File: src/sxma_pkg.sv
// ----------------------------------------------------------------------------
// sxma_pkg
// Shared types and constants of the XOR-mapped-address parser.
// ----------------------------------------------------------------------------
package sxma_pkg;

  localparam int unsigned DataW   = 8;
  localparam int unsigned PortW   = 16;
  localparam int unsigned AddrW   = 32;
  localparam int unsigned CntW    = 5;
  localparam int unsigned RemW    = 17;
  localparam int unsigned VidxW   = 3;

  // Cookie and attribute code of XOR-MAPPED-ADDRESS
  localparam logic [AddrW-1:0] STUN_COOKIE  = 32'h2112A442;
  localparam logic [PortW-1:0] XMA_TYPE     = 16'h0020;
  // Last byte position of the fixed STUN header
  localparam logic [CntW-1:0]  HDR_LAST_IDX = 5'd19;

  // Parse phase, one-hot
  typedef enum logic [4:0] {
    PH_HEADER  = 5'b00001,
    PH_AHDR    = 5'b00010,
    PH_SKIP    = 5'b00100,
    PH_CAPTURE = 5'b01000,
    PH_IGNORE  = 5'b10000
  } sxma_phase_t;

  // One datagram byte with its end marker
  typedef struct packed {
    logic [DataW-1:0] data_byte;
    logic             last_byte;
  } sxma_byte_t;

endpackage

File: src/sxma_in_if.sv
// ----------------------------------------------------------------------------
// sxma_in_if
// Byte channel into the parser: valid/ready with data byte and end marker.
// ----------------------------------------------------------------------------
interface sxma_in_if import sxma_pkg::*; ();
  logic             valid;
  logic             ready;
  logic [DataW-1:0] data_byte;
  logic             last_byte;

  modport source (output valid, output data_byte, output last_byte, input ready);
  modport sink   (input valid, input data_byte, input last_byte, output ready);
endinterface

File: src/sxma_out_if.sv
// ----------------------------------------------------------------------------
// sxma_out_if
// Result channel of the parser: valid/ready with the decoded mapping.
// ----------------------------------------------------------------------------
interface sxma_out_if import sxma_pkg::*; ();
  logic             valid;
  logic             ready;
  logic             found;
  logic             too_short;
  logic [DataW-1:0] addr_family;
  logic [PortW-1:0] public_port;
  logic [AddrW-1:0] public_addr;

  modport source (output valid, output found, output too_short, output addr_family,
                  output public_port, output public_addr, input ready);
  modport sink   (input valid, input found, input too_short, input addr_family,
                  input public_port, input public_addr, output ready);
endinterface

File: src/sxma_in_reg.sv
// ----------------------------------------------------------------------------
// sxma_in_reg
// Input register: holds one byte transfer until the parser takes it.
// ----------------------------------------------------------------------------
module sxma_in_reg import sxma_pkg::*; (
  input  logic       clk,
  input  logic       rst_n,
  sxma_in_if.sink    in_ch,
  input  logic       take,
  output logic       hold_valid,
  output sxma_byte_t hold_byte
);

  logic       valid_r;
  logic       valid_nxt;
  sxma_byte_t byte_r;
  logic       load;

  // Accept a new byte when empty or when the held one leaves this cycle
  assign in_ch.ready = !valid_r || take;
  assign load        = in_ch.valid && in_ch.ready;

  always_comb begin
    valid_nxt = valid_r;
    if (load) begin
      valid_nxt = 1'b1;
    end else if (take) begin
      valid_nxt = 1'b0;
    end
  end

  always_ff @(posedge clk) begin
    if (!rst_n) begin
      valid_r <= 1'b0;
    end else begin
      valid_r <= valid_nxt;
    end
  end

  // Payload needs no reset
  always_ff @(posedge clk) begin
    if (load) begin
      byte_r.data_byte <= in_ch.data_byte;
      byte_r.last_byte <= in_ch.last_byte;
    end
  end

  assign hold_valid = valid_r;
  assign hold_byte  = byte_r;

endmodule

File: src/sxma_parser.sv
// ----------------------------------------------------------------------------
// sxma_parser
// Attribute walker and result register: one byte per cycle; a final byte waits while the last result is untaken.
// ----------------------------------------------------------------------------
module sxma_parser import sxma_pkg::*; (
  input  logic       clk,
  input  logic       rst_n,
  input  logic       hold_valid,
  input  sxma_byte_t hold_byte,
  output logic       take,
  sxma_out_if.source out_ch
);

  sxma_phase_t      phase_r,  phase_nxt;
  logic [CntW-1:0]  cnt_r,    cnt_nxt;
  logic [PortW-1:0] type_r,   type_nxt;
  logic [RemW-1:0]  rem_r,    rem_nxt;
  logic [VidxW-1:0] vidx_r,   vidx_nxt;
  logic [DataW-1:0] family_r, family_nxt;
  logic [PortW-1:0] port_r,   port_nxt;
  logic [AddrW-1:0] addr_r,   addr_nxt;
  logic             match_r,  match_nxt;

  logic             out_valid_r;
  logic             found_r;
  logic             short_r;
  logic [DataW-1:0] res_family_r;
  logic [PortW-1:0] res_port_r;
  logic [AddrW-1:0] res_addr_r;

  logic             out_free;
  logic             emit;
  logic [DataW-1:0] b;
  logic [RemW-1:0]  len_sum;

  assign b        = hold_byte.data_byte;
  assign out_free = !out_valid_r || out_ch.ready;
  // A non-final byte never needs the result slot
  assign take     = hold_valid && (!hold_byte.last_byte || out_free);
  assign emit     = take && hold_byte.last_byte;
  assign len_sum  = (rem_r | {{(RemW-DataW){1'b0}}, b}) + RemW'(3);

  // Advance the parse state by one byte
  always_comb begin
    phase_nxt  = phase_r;
    cnt_nxt    = cnt_r;
    type_nxt   = type_r;
    rem_nxt    = rem_r;
    vidx_nxt   = vidx_r;
    family_nxt = family_r;
    port_nxt   = port_r;
    addr_nxt   = addr_r;
    match_nxt  = match_r;
    unique case (phase_r)
      PH_HEADER: begin
        if (cnt_r == HDR_LAST_IDX) begin
          cnt_nxt   = '0;
          phase_nxt = PH_AHDR;
        end else begin
          cnt_nxt = cnt_r + CntW'(1);
        end
      end
      PH_AHDR: begin
        cnt_nxt = cnt_r + CntW'(1);
        unique case (cnt_r[1:0])
          2'd0: type_nxt = {b, 8'h00};
          2'd1: type_nxt = {type_r[15:8], b};
          2'd2: rem_nxt  = {1'b0, b, 8'h00};
          default: begin
            // Round the length up to a whole word
            rem_nxt = {len_sum[RemW-1:2], 2'b00};
            cnt_nxt = '0;
            if (type_r == XMA_TYPE) begin
              vidx_nxt  = '0;
              phase_nxt = PH_CAPTURE;
            end else if (rem_nxt != '0) begin
              phase_nxt = PH_SKIP;
            end
          end
        endcase
      end
      PH_SKIP: begin
        rem_nxt = rem_r - RemW'(1);
        if (rem_nxt == '0) begin
          phase_nxt = PH_AHDR;
        end
      end
      PH_CAPTURE: begin
        // Reserved byte first, then family, port, address
        if (vidx_r == 3'd1) begin
          family_nxt = b;
        end else if (vidx_r == 3'd2 || vidx_r == 3'd3) begin
          port_nxt = {port_r[7:0], b};
        end else if (vidx_r[2]) begin
          addr_nxt = {addr_r[23:0], b};
        end
        vidx_nxt = vidx_r + VidxW'(1);
        if (vidx_r == 3'd7) begin
          match_nxt = 1'b1;
          phase_nxt = PH_IGNORE;
        end
      end
      default: begin
      end
    endcase
  end

  // Update state; the final byte of a datagram returns it to reset
  always_ff @(posedge clk) begin
    if (!rst_n || emit) begin
      phase_r  <= PH_HEADER;
      cnt_r    <= '0;
      type_r   <= '0;
      rem_r    <= '0;
      vidx_r   <= '0;
      family_r <= '0;
      port_r   <= '0;
      addr_r   <= '0;
      match_r  <= 1'b0;
    end else if (take) begin
      phase_r  <= phase_nxt;
      cnt_r    <= cnt_nxt;
      type_r   <= type_nxt;
      rem_r    <= rem_nxt;
      vidx_r   <= vidx_nxt;
      family_r <= family_nxt;
      port_r   <= port_nxt;
      addr_r   <= addr_nxt;
      match_r  <= match_nxt;
    end
  end

  // Result valid: load on emit, drop on transfer
  always_ff @(posedge clk) begin
    if (!rst_n) begin
      out_valid_r <= 1'b0;
    end else if (emit) begin
      out_valid_r <= 1'b1;
    end else if (out_ch.ready) begin
      out_valid_r <= 1'b0;
    end
  end

  // Result payload, decoded with the cookie
  always_ff @(posedge clk) begin
    if (emit) begin
      found_r      <= match_nxt;
      short_r      <= (phase_nxt == PH_HEADER);
      res_family_r <= match_nxt ? family_nxt : '0;
      res_port_r   <= match_nxt ? (port_nxt ^ STUN_COOKIE[31:16]) : '0;
      res_addr_r   <= match_nxt ? (addr_nxt ^ STUN_COOKIE) : '0;
    end
  end

  assign out_ch.valid       = out_valid_r;
  assign out_ch.found       = found_r;
  assign out_ch.too_short   = short_r;
  assign out_ch.addr_family = res_family_r;
  assign out_ch.public_port = res_port_r;
  assign out_ch.public_addr = res_addr_r;

  a_found_not_short: assert property (@(posedge clk) disable iff (!rst_n)
    out_valid_r && found_r |-> !short_r)
    else $error("found and too_short both set");

  a_miss_zero: assert property (@(posedge clk) disable iff (!rst_n)
    out_valid_r && !found_r |-> res_family_r == '0 && res_port_r == '0 && res_addr_r == '0)
    else $error("fields not cleared without a match");

  a_restart: assert property (@(posedge clk) disable iff (!rst_n)
    emit |=> phase_r == PH_HEADER && cnt_r == '0 && !match_r)
    else $error("state not cleared after final byte");

  a_match_ignore: assert property (@(posedge clk) disable iff (!rst_n)
    match_r |-> phase_r == PH_IGNORE)
    else $error("match flagged outside ignore phase");

  a_hdr_bound: assert property (@(posedge clk) disable iff (!rst_n)
    phase_r == PH_HEADER |-> cnt_r <= HDR_LAST_IDX)
    else $error("header count out of range");

endmodule

File: src/stun_xor_mapped_address_parser_top.sv
// ----------------------------------------------------------------------------
// stun_xor_mapped_address_parser_top
// STUN response parser that extracts the XOR-MAPPED-ADDRESS attribute.
// ----------------------------------------------------------------------------
// Feed the datagram one byte per transfer, with last_byte set on its final
// byte. The block skips the 20-byte header, walks the padded attributes and
// captures the first XOR-MAPPED-ADDRESS whose eight value bytes all arrive.
// Each byte passes an input register, then one step of the attribute walker,
// and the final byte loads the result register. The block sustains one byte
// per clock but for one stall: a result waits in its register while the
// next datagram's bytes keep flowing; only a final byte stalls while the
// previous result is still untaken.
// ----------------------------------------------------------------------------
module stun_xor_mapped_address_parser_top import sxma_pkg::*; (
  input  logic        clk,
  input  logic        rst_n,
  sxma_in_if.sink     in_ch,
  sxma_out_if.source  out_ch
);

  logic       hold_valid;
  logic       take;
  sxma_byte_t hold_byte;

  // Input register
  sxma_in_reg u_in_reg (
    .clk        (clk),
    .rst_n      (rst_n),
    .in_ch      (in_ch),
    .take       (take),
    .hold_valid (hold_valid),
    .hold_byte  (hold_byte)
  );

  // Attribute walker with result register
  sxma_parser u_parser (
    .clk        (clk),
    .rst_n      (rst_n),
    .hold_valid (hold_valid),
    .hold_byte  (hold_byte),
    .take       (take),
    .out_ch     (out_ch)
  );

endmodule

File: src/flat_wrapper.sv
// flat-port wrapper written by rule: the top's interface ports become plain ports
module stun_xor_mapped_address_parser_top_flat import sxma_pkg::*;
  (clk, rst_n, in_ch_valid, in_ch_data_byte, in_ch_last_byte, in_ch_ready, out_ch_valid, out_ch_found, out_ch_too_short, out_ch_addr_family, out_ch_public_port, out_ch_public_addr, out_ch_ready);
  sxma_in_if in_ch_i ();
  sxma_out_if out_ch_i ();
  input  logic clk;
  input  logic rst_n;
  input wire logic [$bits(in_ch_i.valid)-1:0] in_ch_valid;
  input wire logic [$bits(in_ch_i.data_byte)-1:0] in_ch_data_byte;
  input wire logic [$bits(in_ch_i.last_byte)-1:0] in_ch_last_byte;
  output wire logic [$bits(in_ch_i.ready)-1:0] in_ch_ready;
  output wire logic [$bits(out_ch_i.valid)-1:0] out_ch_valid;
  output wire logic [$bits(out_ch_i.found)-1:0] out_ch_found;
  output wire logic [$bits(out_ch_i.too_short)-1:0] out_ch_too_short;
  output wire logic [$bits(out_ch_i.addr_family)-1:0] out_ch_addr_family;
  output wire logic [$bits(out_ch_i.public_port)-1:0] out_ch_public_port;
  output wire logic [$bits(out_ch_i.public_addr)-1:0] out_ch_public_addr;
  input wire logic [$bits(out_ch_i.ready)-1:0] out_ch_ready;
  assign in_ch_i.valid = in_ch_valid;
  assign in_ch_i.data_byte = in_ch_data_byte;
  assign in_ch_i.last_byte = in_ch_last_byte;
  assign in_ch_ready = in_ch_i.ready;
  assign out_ch_valid = out_ch_i.valid;
  assign out_ch_found = out_ch_i.found;
  assign out_ch_too_short = out_ch_i.too_short;
  assign out_ch_addr_family = out_ch_i.addr_family;
  assign out_ch_public_port = out_ch_i.public_port;
  assign out_ch_public_addr = out_ch_i.public_addr;
  assign out_ch_i.ready = out_ch_ready;
  stun_xor_mapped_address_parser_top u_core (.clk(clk), .rst_n(rst_n), .in_ch(in_ch_i), .out_ch(out_ch_i));
endmodule
File: config.mk
export PLATFORM = sky130hd
export DESIGN_NAME = stun_xor_mapped_address_parser_top_flat
export DESIGN_NICKNAME = d
export VERILOG_FILES = /design/src/sxma_pkg.sv /design/src/sxma_in_if.sv /design/src/sxma_out_if.sv /design/src/sxma_in_reg.sv /design/src/sxma_parser.sv /design/src/stun_xor_mapped_address_parser_top.sv /design/src/flat_wrapper.sv
export SDC_FILE = /design/constraint.sdc
export NUM_CORES = 1
export LEC_CHECK = 0
export BUFFER_PORTS_ARGS = -buffer_cell sky130_fd_sc_hd__buf_2
export CAP_MARGIN = 20
export CORE_AREA = 4 4 102 177
export DETAILED_ROUTE_END_ITERATION = 12
export DIE_AREA = 0 0 106 181
export PLACE_DENSITY_LB_ADDON = 0.1
export REMOVE_ABC_BUFFERS = 1
export SLEW_MARGIN = 20
export SYNTH_ARGS = -nofsm -noshare
export SYNTH_HDL_FRONTEND = slang
export SYNTH_SLANG_ARGS = --single-unit
File: constraint.sdc
create_clock -name clk -period 2.97 [get_ports clk]
set_input_delay 0.594 -clock clk [delete_from_list [all_inputs] [get_ports clk]]
set_output_delay 0.594 -clock clk [all_outputs]
set_load 0.01 [all_outputs]
# ---- Word-level counts from Yosys, hierarchy flattened
# Cells that the tools add are included.
dict set report op_classes {
  add_sub_neg 4
  n_mul 0
  div_mod_pow 0
  magnitude_cmp 0
  n_eq_ne 16
  shifts 0
  muxes 31
  bitwise 4
  n_reduce_logical 28
}
# op count
set ops {}
lappend ops {{two-way mux 32 bit} 4}
lappend ops {{case mux 17 bit (2 select lines)} 2}
lappend ops {{two-way mux 16 bit} 3}
lappend ops {{two-way mux 5 bit} 8}
lappend ops {{case mux 16 bit (2 select lines)} 1}
lappend ops {{case mux 5 bit (4 select lines)} 1}
lappend ops {{adder 17 x 2 -> 17 bit, second input constant} 1}
lappend ops {{logical NOT 17 bit} 1}
lappend ops {{bitwise OR 17 x 8 -> 17 bit} 1}
lappend ops {{subtractor 17 x 1 -> 17 bit, second input constant} 1}
lappend ops {{equality test 16 x 6 -> 1 bit, second input constant} 1}
lappend ops {{two-way mux 8 bit} 2}
lappend ops {{nonzero test 15 bit} 1}
lappend ops {{nonzero test 2 bit} 6}
lappend ops {{equality test 5 x 1 -> 1 bit, second input constant} 2}
lappend ops {{case mux 5 bit (2 select lines)} 1}
lappend ops {{NOT 9 bit} 1}
lappend ops {{AND reduction 4 bit} 2}
lappend ops {{equality test 3 x 2 -> 1 bit, second input constant} 2}
lappend ops {{two-way mux 1 bit} 6}
lappend ops {{two-way mux 3 bit} 2}
lappend ops {{!= test 2 bit, second input constant} 3}
lappend ops {{case mux 3 bit (2 select lines)} 1}
lappend ops {{AND reduction 3 bit} 2}
lappend ops {{19 further kinds} 28}
dict set report totals {
  reg_bits 172
  latch_bits 0
  ramBits 0
  romBits 0
  input_bits 13
  elab_cells 102
  memories 0
}

# ---- Logic depth before layout (Yosys ltp)
dict set report depth {
  word_depth 8
  ltp_mapped 10
}

# ---- By module
# From an unflattened synthesis, not the netlist that was laid out.
dict set report hier_totals {
  hier_cells 961
  area_unflattened_um2 8197.9
}
# mod instances cells_per_inst area_per_inst_um2
set modules_own_cells {}
lappend modules_own_cells {sxma_parser 1 947 7870.0}
lappend modules_own_cells {sxma_in_reg 1 14 327.8}

# ---- Worst setup path before layout
# OpenSTA, ideal clock, no wires.
dict set report synth_path {
  path_kind {input to register}
  startpoint {input port out_ch_ready}
  endpoint {register u_core.u_parser.res_family_r[0] (netlist: u_core.u_parser.out_ch.addr_family[0]) (enable)}
  setup_ps 412
  arrival_time_ps 2092
  required_time_ps 2558
  slack_ps 466
  stages 4
  cell_sequence {nand3b_1 -> and2_1 -> nand2_1 -> inv_1}
}
dict set report synth_between {
  elab_chain_cells 4
}
# element line_no
set synth_rtl {}
lappend synth_rtl {{start, declared} flat_wrapper.sv:18} ;# input wire logic [$bits(out_ch_i.ready)-1:0] out_ch_ready;
lappend synth_rtl {{logical OR 1 bit} sxma_parser.sv:37} ;# assign out_free = !out_valid_r || out_ch.ready;
lappend synth_rtl {{logical OR 1 bit} sxma_parser.sv:39} ;# assign take = hold_valid && (!hold_byte.last_byte || out_free);
lappend synth_rtl {{logical AND 1 bit} sxma_parser.sv:39}
lappend synth_rtl {{logical AND 1 bit} sxma_parser.sv:40} ;# assign emit = take && hold_byte.last_byte;
lappend synth_rtl {{named net u_core.u_parser.emit} sxma_parser.sv:32} ;# logic emit;
lappend synth_rtl {{end signal, assigned} sxma_parser.sv:149} ;# res_family_r <= match_nxt ? family_nxt : '0;
lappend synth_rtl {{end, declared} sxma_parser.sv:27} ;# logic [DataW-1:0] res_family_r;
# The timed path passes the listed nets, and every way through them passes these cells.
# A chain may end at the register's enable or synchronous reset.

# ---- Final worst setup path
dict set report layout_path {
  startpoint {register u_core.u_parser.rem_r[0]}
  endpoint {register u_core.u_parser.phase_r[0]}
}
dict set report layout_between {
  elab_chain_cells 7
  word_cells_on_any_way 10
  cone_classes {add/sub (2); mux (5); bitwise (1); reduce/logical (2)}
}
# element line_no
set layout_rtl {}
lappend layout_rtl {{start, declared} sxma_parser.sv:17} ;# logic [RemW-1:0] rem_r, rem_nxt;
lappend layout_rtl {{start signal, assigned} sxma_parser.sv:124} ;# rem_r <= rem_nxt;
lappend layout_rtl {{bitwise OR 17 x 8 -> 17 bit} sxma_parser.sv:41} ;# assign len_sum = (rem_r | {{(RemW-DataW){1'b0}}, b}) + RemW'(3);
lappend layout_rtl {{adder 17 x 2 -> 17 bit} sxma_parser.sv:41}
lappend layout_rtl {{nonzero test 15 bit} sxma_parser.sv:76} ;# end else if (rem_nxt != '0) begin
lappend layout_rtl {{two-way mux 5 bit} sxma_parser.sv:76}
lappend layout_rtl {{two-way mux 5 bit} sxma_parser.sv:73} ;# if (type_r == XMA_TYPE) begin
lappend layout_rtl {{two-way mux 5 bit} sxma_parser.sv:65} ;# unique case (cnt_r[1:0])
lappend layout_rtl {{case mux 5 bit (4 select lines) (*)} sxma_parser.sv:54} ;# unique case (phase_r)
lappend layout_rtl {{end signal, assigned} sxma_parser.sv:121} ;# phase_r <= phase_nxt;
lappend layout_rtl {{end, declared} sxma_parser.sv:14} ;# sxma_phase_t phase_r, phase_nxt;
# Every way passes the cells marked *; elsewhere a longest branch is shown, timed or not.

==> results.py <==
metrics = {
    "floorplanning": {
        "die_width_um": 106,
        "fp.dieH_um": 181,
        "ioPinCount": 73,
        "fp-row-count": 63,
        "dieArea_um2": 19200,
        "core_area_um2": 16700,
        "start_util": 0.492,
    },
    "min_path": {
        "hp-class": "input pin to flip-flop",
        "holdPathEnd": "u_core.u_in_reg.hold_byte[3]",
        "hold_depth": 1,
        "hp-start": "in_ch_data_byte[2]",
    },
    "sta": {
        "timing.final.ws_setup_ns": 0.296,
        "finClkSkew_ns": 0.0135,
        "grt_setup_unrepaired": "false",
        "slew_viol_final": 0,
        "hold_viol_final": 0,
        "tightest_slew_ns": 0.667,
        "slew_headroom": 0.553,
        "finalCritPeriodShare": 0.900,
        "setup_viol": 0,
        "fmax_ghz": 0.374,
        "period_minus_slack_ns": 2.67,
    },
    "run_status": {
        "status": "finished, final reports clean",
    },
    "synth": {
        "ys.flop_type": "dfxtp_1",
        "synth_cells": 965,
        "avgSynthCellArea_um2": 8.52,
        "async_reset_ff_frac": 0,
        "synth_seq_cells": 172,
        "yosys_warnings": 0,
        "yosysSeqAreaShare": 0.500,
        "syn_area_um2": 8230,
        "synth.distinct_cells": 71,
        "synth_edf_count": 67,
    },
    "setup_path": {
        "worstSetupPathType": "flip-flop to flip-flop",
        "r2r_slack_ns": 0.30,
        "crit_arrival_ns": 2.97,
        "reg2regPathDepth": 10,
        "timing.rr.start": "u_core.u_parser.rem_r[0]",
        "crit_required_ns": 3.27,
        "cp-end-kind": "flip-flop",
        "crit_path_start_kind": "flip-flop",
        "crit_fanout": 8,
        "r2r_end": "u_core.u_parser.phase_r[0]",
    },
    "global_route": {
        "grt_antenna_before_repair": 0,
        "grt_pass1_wl_um": 34000,
        "grtUsageTotal": 0.224,
        "grt_max_degree": 59,
        "grt_overflow": 0,
        "grt_pass1_vias": 6517,
    },
    "cells_and_area": {
        "antenna_cells": 0,
        "regArea_um2": 4110,
        "final_cells": 1255,
        "stdcell_area_um2": 9410,
        "drive_gt1_frac": 0.164,
        "nNetsFinal": 1039,
        "multi_input_area_um2": 3750,
        "areaGrowthSynthToFinish_pct": 14.4,
        "nFillCells": 1594,
    },
    "run": {
        "cap_violations": 0,
    },
    "drt": {
        "drc": 0,
        "wirelength_um": 21400,
        "vias": 7036,
        "post_drt_wl_per_cell_um": 17.0,
        "via_per_inst": 5.61,
        "drt_iter0_drc": 379,
        "first_pass_iters": 8,
        "antenna_left": 0,
    },
    "place": {
        "post-dp-hpwl_um": 14500,
        "placed_area_um2": 8830,
        "dp.cells": 1223,
        "place_congestion": 0.926,
        "portBuffers": 72,
        "place_ws_ns": 0.396,
    },
    "clock_tree": {
        "ctsResizeCount": 0,
        "clock-sinks": 172,
        "numCtsBuffers": 17,
        "cts_tree": "built",
        "insertion_delay_ns": 0.43,
        "cts_setup_buffers": 0,
        "clk_path_buf_depth": 2,
        "cts_max_level": 4,
        "clockRootBuffer": "clkbuf_16",
        "clk_pin_slew_worst_paths_ns": 0.07,
        "postCtsHoldBufs": 0,
    },
    "power": {
        "powerDensity_nw_per_um2": 517,
        "power_leakage_nw": 3.33,
        "vdd_drop_max_mv": 0.388,
    },
}
==> kinds of logic after synthesis <==
kind of cell / share of synthesized area
xor+xnor: 0.00852
flops: 0.500
simple gates: 0.254
fa+ha+maj: 0.0167
mux: 0.00441
buf+inv: 0.0465
compound gates: 0.170
==> stage by stage <==
stage	hold WS, ns	TNS (ns)	util	power, W
2_1_floorplan	0.427	-5.51	-	0.00265
3_3_place_gp	0.439	0	0.529	0.00274
3_5_place_dp	0.443	0	0.529	0.00274
4_1_cts	0.323	0	0.563	0.00490
5_1_grt	0.323	0	0.563	0.00502
6_report	0.332	0	0.563	0.00486
==> cell usage in the layout, fill, tap and decap left out, types with 6 or more instances in the layout <==
cell type / instances
inv_1: 14
nor2_1: 50
and3_1: 21
clkbuf_16: 17
nor3_1: 18
a22oi_1: 13
nand2_1: 254
and2_1: 6
buf_2: 72
edfxtp_1: 67
nand3_1: 21
o21ai_1: 8
o21ai_0: 31
dfxtp_1: 105
nor4_1: 9
ha_1: 11
buf_4: 33
nand3b_1: 12
a21oi_1: 140
==> power breakdown <==
group          internal (W)  total [W]  leakage [nW]  switching, W
logic             0.0000636   0.000214          1.48      0.000150
registers           0.00246    0.00248          1.58     0.0000161
clock network       0.00124    0.00217         0.273      0.000931
==> synth_stat cells, types with 4 or more instances <==
master / count / share of area
nand2_1: 255 / 0.12
a21oi_1: 141 / 0.086
dfxtp_1: 105 / 0.26
edfxtp_1: 67 / 0.24
clkbuf_1: 55 / 0.025
nor2_1: 51 / 0.023
o21ai_0: 31 / 0.019
and3_1: 21 / 0.016
nand3_1: 21 / 0.013
nor3_1: 18 / 0.011
inv_1: 15 / 0.0068
a22oi_1: 13 / 0.012
nand3b_1: 12 / 0.011
buf_2: 11 / 0.0067
ha_1: 11 / 0.017
nor4_1: 9 / 0.0068
o21ai_1: 8 / 0.0049
and2_1: 6 / 0.0046
or3_1: 5 / 0.0038
xor2_1: 5 / 0.0053
a211o_1: 4 / 0.0043
a31oi_1: 4 / 0.0030
nand4_1: 4 / 0.0030
nand4b_1: 4 / 0.0043
nor2_2: 4 / 0.0030
nor3_4: 4 / 0.0079
==> worst max-delay path, stage by stage, from the launching register on <==
cell and delay (ns):
dfxtp_1 0.38, inv_1 0.08, ha_1 0.22, nor3b_1 0.42, xnor2_1 0.17, nand3_1 0.09
a221o_1 0.28, nor4_1 0.48, buf_4 0.21, nand2b_1 0.12, a32oi_1 0.09
==> registers in the layout, indices dropped and copies added (netlist names), 9 cells and up <==
name                                cells
u_core.u_in_reg.hold_byte               9
u_core.u_parser.addr_r                 32
u_core.u_parser.out_ch.public_addr     32
u_core.u_parser.out_ch.public_port     16
u_core.u_parser.port_r                 16
u_core.u_parser.rem_r                  17
u_core.u_parser.type_r                 16
==> how the worst max path moves through the flow <==
stage / start / end / slack, ns / cells past startpoint
after global routing: u_core.u_parser.rem_r[1] / u_core.u_parser.phase_r[0] / 0.13 / 10
after global placement: u_core.u_parser.rem_r[0] / u_core.u_parser.phase_r[0] / 0.43 / 10
final: u_core.u_parser.rem_r[0] / u_core.u_parser.phase_r[0] / 0.30 / 10
after CTS: u_core.u_parser.rem_r[0] / u_core.u_parser.phase_r[0] / 0.36 / 10
after detailed placement: u_core.u_parser.rem_r[0] / u_core.u_parser.phase_r[0] / 0.40 / 8
after floorplan: u_core.u_parser.phase_r[2] / u_core.u_parser.out_ch.public_addr[10] / -0.36 / 5
==> per-layer routing <==
layer  global-route usage  share of wire  vias up
met2                0.403           0.53      200
met4                0.114          0.040        0
met5                    0              0        -
met1                0.251           0.39     3310
li1                     -              -     3474
met3               0.0372          0.040       52
==> final cells by class <==
type                            instances  area share
Timing Repair Buffer                  106      0.0668
Inverter                               15     0.00598
Clock buffer                           18      0.0456
Sequential cell                       172       0.437
Tap cell                              227      0.0302
Clock inverter                         14      0.0156
Multi-Input combinational cell        703       0.399
Note: power is estimated with default switching activity, not from simulation.
